--- src/lc4_div.sv ---
module lc4_div (
   input  logic        clock,
   input  logic        reset,
   input  logic        start,
   input  logic [15:0] dividend,
   input  logic [15:0] divisor,
   output logic        done,
   output logic [15:0] quotient,
   output logic [15:0] remainder
);
   logic [15:0] q_ff, q_in, r_ff, r_in, d_ff, d_in;
   logic [4:0]  cnt_ff, cnt_in;
   logic        busy_ff, busy_in, qneg_ff, qneg_in, rneg_ff, rneg_in, zero_ff, zero_in;
   logic        done_ff, done_in;
   logic [16:0] trial;
   logic [15:0] rsh;

   always_comb begin
      q_in = q_ff; r_in = r_ff; d_in = d_ff; cnt_in = cnt_ff;
      busy_in = busy_ff; qneg_in = qneg_ff; rneg_in = rneg_ff; zero_in = zero_ff;
      done_in = 1'b0;
      rsh = {r_ff[14:0], q_ff[15]};
      trial = {1'b0, rsh} - {1'b0, d_ff};
      if (start) begin
         q_in = dividend[15] ? 16'(-dividend) : dividend;
         d_in = divisor[15] ? 16'(-divisor) : divisor;
         r_in = 16'h0;
         cnt_in = 5'd16;
         busy_in = 1'b1;
         qneg_in = dividend[15] ^ divisor[15];
         rneg_in = dividend[15];
         zero_in = (divisor == 16'h0);
      end else if (busy_ff) begin
         if (!trial[16]) begin
            r_in = trial[15:0];
            q_in = {q_ff[14:0], 1'b1};
         end else begin
            r_in = rsh;
            q_in = {q_ff[14:0], 1'b0};
         end
         cnt_in = cnt_ff - 5'd1;
         if (cnt_ff == 5'd1) begin
            busy_in = 1'b0;
            done_in = 1'b1;
         end
      end
   end

   always_ff @(posedge clock) begin
      if (reset) begin
         busy_ff <= 1'b0;
         done_ff <= 1'b0;
         cnt_ff  <= 5'd0;
      end else begin
         busy_ff <= busy_in;
         done_ff <= done_in;
         cnt_ff  <= cnt_in;
      end
      q_ff <= q_in; r_ff <= r_in; d_ff <= d_in;
      qneg_ff <= qneg_in; rneg_ff <= rneg_in; zero_ff <= zero_in;
   end

   assign done      = done_ff;
   assign quotient  = zero_ff ? 16'h0 : (qneg_ff ? 16'(-q_ff) : q_ff);
   assign remainder = zero_ff ? 16'h0 : (rneg_ff ? 16'(-r_ff) : r_ff);
endmodule
--- config.mk ---
export PLATFORM = sky130hd
export DESIGN_NAME = lc4_div
export DESIGN_NICKNAME = d
export VERILOG_FILES = /design/src/lc4_div.sv
export SDC_FILE = /design/constraint.sdc
export NUM_CORES = 1
export LEC_CHECK = 0
export BUFFER_PORTS_ARGS = -buffer_cell sky130_fd_sc_hd__buf_2
export CORE_MARGIN = 5
export CORE_UTILIZATION = 45
export DETAILED_ROUTE_END_ITERATION = 16
export PLACE_DENSITY = 0.68
export SETUP_SLACK_MARGIN = 0.05
export SLEW_MARGIN = 10
export SYNTH_ARGS = -nofsm -noshare
export SYNTH_HDL_FRONTEND = slang
export SYNTH_SLANG_ARGS = --single-unit
--- constraint.sdc ---
create_clock -name clock -period 2.7 [get_ports clock]
set_clock_uncertainty 0.1 [all_clocks]
set_input_delay 0.27 -clock clock [delete_from_list [all_inputs] [get_ports clock]]
set_output_delay 0.27 -clock clock [all_outputs]
set_load 0.01 [all_outputs]
Word-level counts from Yosys, hierarchy flattened
Cells that the tools add are included.
Word-level totals
  register bits: 58
  word-level logic and storage cells: 40
Operators by class
  add/subtract/negate cells: 6
  equal/unequal tests: 1
  mux-type cells: 16
  bitwise logic cells: 2
  reductions and logical operators: 4
Operator list (number)
  16-bit 2-to-1 mux: 8
  16-bit negator: 4
  16-bit by 16-bit subtractor with 17-bit output: 1
  16-bit zero test: 1
  15-bit 2-to-1 mux: 1
  5-bit 2-to-1 mux: 2
  5-bit by 1-bit equality test with 1-bit output, second input constant: 1
  1-bit 2-to-1 mux: 5
  5-bit by 1-bit subtractor with 5-bit output, second input constant: 1
  3-bit OR reduction: 1
  2-bit nonzero test: 1
  2-bit OR reduction: 1
  1-bit inverter: 1
  1-bit XOR: 1

Depth between registers and ports, before layout
  depth in word-level cells: 4
  gate-level depth with buffers: 10

Least setup slack after synthesis
No wires, ideal clock.
  path type: register to register
  start: register q_ff[15]
  end: register r_ff[4]
  setup time: 0.120 ns
  data arrival time: 2.249 ns
  required time: 2.480 ns
  setup slack: 0.231 ns
  stages on the path, launching flop included: 11
  path buffers: 1
  clock period less this slack: 2.469 ns
  path through: edfxtp_1 -> inv_1 -> ha_1 -> fa_1 -> nor2b_4 -> o2111a_1 -> o31a_1 -> a31oi_4 -> buf_6 -> and3_1 -> a211o_1
On the way
  cells in the longest elaborated chain, start to end: 2
RTL lines
  from (decl): line 11  | logic [15:0] q_ff, q_in, r_ff, r_in, d_ff, d_in;
  from (signal assigned): line 59  | q_ff <= q_in; r_ff <= r_in; d_ff <= d_in;
  16-bit by 16-bit subtractor with 17-bit output: line 23  | trial = {1'b0, rsh} - {1'b0, d_ff};
  16-bit 2-to-1 mux: line 34  | if (!trial[16]) begin
  to (signal assigned): line 59
  to (decl): line 11
No other way between the ends.
A chain may end at the register's enable or synchronous reset.

Worst setup path in the final report
  start: register r_ff[1]
  end: output remainder[12]
On the way
  cells in the longest elaborated chain, start to end: 3
RTL lines
  16-bit negator: line 65  | assign remainder = zero_ff ? 16'h0 : (rneg_ff ? 16'(-r_ff) : r_ff);
  16-bit 2-to-1 mux (2 in a row): line 65
  to (decl): line 9  | output logic [15:0] remainder
No other way between the ends.

==> out/metrics.cfg <==
[run_status]
status = finished with violations
violations = negative setup slack

[yosys]
synth-main-ff-cell = edfxtp_1
ys_top_cells_by_count = nor2_1, a21oi_1, xor2_1
yosysWarnings = 0
syn_nets = 561
synth_edf_count = 35
synth_top_cells_by_area = edfxtp_1, dfxtp_1, xor2_1
synth_seq_area_share = 0.348
syn_area_per_cell_um2 = 8.64
ys_async_sr_fraction = 0
yosysUniqueCellTypes = 50
yosysTopAreaCell = edfxtp_1
netlist_area_um2 = 4350
synth_top_area_frac = 0.242
synth.most_common_cell = nor2_1
syn_inst = 503
ys_ff_latch = 58

[die]
coreArea_um2 = 9330
initial_core_util = 0.466
die_h_um = 108
rows = 35
ioPinCount = 68
dieArea_um2 = 11700
die-width_um = 108

[cts]
clock-root-buffer = clkbuf_8
clk-insertion-delay-late_ns = 0.35
htree_levels = 3
cts_sinks = 58
cts_tree = done
cts_buffers = 9
clk_path_buf_depth = 2
hold_buffers = 0
clk_pin_slew_ns = 0.07

[global_routing]
grt_max_degree = 63
antenna_found_initial = 0
first_global_vias = 3851
grt_pass1_wl_um = 17500
grt_overflow = 0
grtUsageTotal = 0.189

[timing]
period_share = 1.04
min_period_ns = 2.82
slew_viol_final = 0
hold_slack_ns = 0.0553
final_hold_viol_count = 0
fin_ws_ns = -0.121
setup_viol = 7
fmax_ghz = 0.354
worst_slew_pin_slew_ns = 0.845
rsz0062_at_grt = yes
relSlewSlack = 0.435

[final_layout]
multi_input_area_um2 = 2830
n_fill_cell = 850
seqCellArea_um2 = 1520
layout-drive-gt1-share = 0.267
fin_nets = 657
syn_to_final_growth_pct = 26.1
antenna_cells = 0

[pwr]
vdd_drop_max_uv = 252
power.leakage_nw = 2.33
power_density_nw_per_um2 = 483
p_sw_mw = 0.853
swShare = 0.323
p_total_mw = 2.65
clockPowerShare = 0.300
sequentialPowerShare = 0.415
p_int_mw = 1.79
power_frac_comb = 0.285

[worst_setup_path]
path_cells = inv_2 > ha_4 > nor3b_4 > nand2_2 > or4_4 > o41ai_4 > xor2_1 > nor2_1 > buf_2
cp-end-kind = primary output
path_buf_inv = 2
crit_arrival_ns = 2.45
cp_top_family = simple AND/OR/NAND/NOR gates
cp.required_ns = 2.33
crit_path_max_incr_delay_ns = 0.58
criticalPathCategory = reg -> out
cp_max_fo = 3
crit_slowest_cell = or4_4
start_kind = flip-flop
r2r_slack_ns = 0.15

[routing]
wirelength_um = 11000
post_drt_wl_per_cell_um = 15.0
vias_per_cell = 5.45
drt_first_pass_iters = 4
vias = 3996
drc = 0
drt-initial-drc-count = 169
ant_nets = 0

[placed_design]
gp_congestion = 0.855
port_buffers = 67
hpwlAfterDp_um = 8010

[hold_path]
hold_class = in -> reg

[flow_run]
drv_cap = 0

[worst paths after layout]
| kind | from | cells past startpoint | end |
|---|---|---|---|
| worst max-delay path | r_ff[1] | 9 | remainder[12] |
| worst min-delay path | divisor[0] | 1 | d_ff[0] |
| worst max register to register | r_ff[1] | 9 | q_ff[0] |
| worst min register to register | r_ff[15] | 2 | r_ff[15] |
[layout by cell type, fill, tap and decap left out, drive strengths merged, types with 7 or more instances in the layout]
cell type,n
ha,22
o31ai,16
xnor2,30
or4,9
or3,8
a21oi,38
nand2,30
o41ai,8
o21ai,30
dfxtp,23
inv,31
mux2i,9
a32oi,7
clkbuf,9
xor2,37
buf,107
nor2,65
edfxtp,35
nand2b,8
nor3,11
[power by group through the flow]
stage	registers [mW]	clock network, mW	logic [mW]
detailed placement	1.10	0	0.663
finish	1.10	0.793	0.754
global route	1.11	0.851	0.840
CTS	1.09	0.817	0.730
floorplan	1.08	0	0.461
global placement	1.10	0	0.652
[kinds of logic after synthesis]
| kind of cell | synth area share |
|---|---|
| adder cells (fa/ha/maj) | 0.0679 |
| AO/OA/AOI/OAI | 0.195 |
| AND/OR/NAND/NOR | 0.182 |
| XOR/XNOR | 0.135 |
| multiplexers | 0.0233 |
| flip-flops | 0.348 |
| buffers and inverters | 0.0489 |
[routing by layer]
layer,wire length (um),global-route usage
met4,204,0.0920
met3,665,0.0346
met5,0,0
met1,4850,0.230
met2,5290,0.321
[worst reg2reg max path, delay by kind of cell, from the launching register on]
| kind | cells | cell delay (ns) |
|---|---|---|
| AOI/OAI and AO/OA | 3 | 0.81 |
| adders and majority gates | 1 | 0.35 |
| buffers and inverters | 3 | 0.46 |
| DFF | 1 | 0.36 |
| muxes | 1 | 0.05 |
| and+or+nand+nor | 1 | 0.15 |
[flip-flops by register name, summed over array words and instances, names as in the netlist]
| name | count |
|---|---|
| busy_ff | 1 |
| cnt_ff | 5 |
| d_ff | 16 |
| q_ff | 16 |
| r_ff | 16 |
| zero_ff | 1 |
| rneg_ff | 1 |
| done | 1 |
| qneg_ff | 1 |
[final cells by class]
cell class              count  area share
multi-input cells         392       0.517
clock buffers               9      0.0226
flip-flops and latches     58       0.278
well taps                 129      0.0295
clock inverters             7      0.0128
repair buffers            107       0.119
inverters                  31      0.0212
[what timing repair did]
action | in CTS | in global routing
cloned | 1 | 0
setup buffers | 15 | 8
pin swaps | 13 | 20
endpoints found under the setup margin | 14 | 30
resized for setup | 34 | 18
[metrics by stage]
stage / TNS [ns] / area, um2 / utilization / instances / setup slack (ns)
2_1_floorplan: 0 / 4350 / - / 503 / 0.231
3_3_place_gp: 0 / 4900 / 0.525 / 696 / 0.102
3_5_place_dp: 0 / 4900 / 0.525 / 696 / 0.0407
4_1_cts: -0.354 / 5360 / 0.574 / 727 / -0.141
5_1_grt: -1.60 / 5480 / 0.587 / 733 / -0.270
6_report: -0.359 / 5480 / 0.587 / 733 / -0.121
Note: power is estimated with default switching activity, not from simulation.
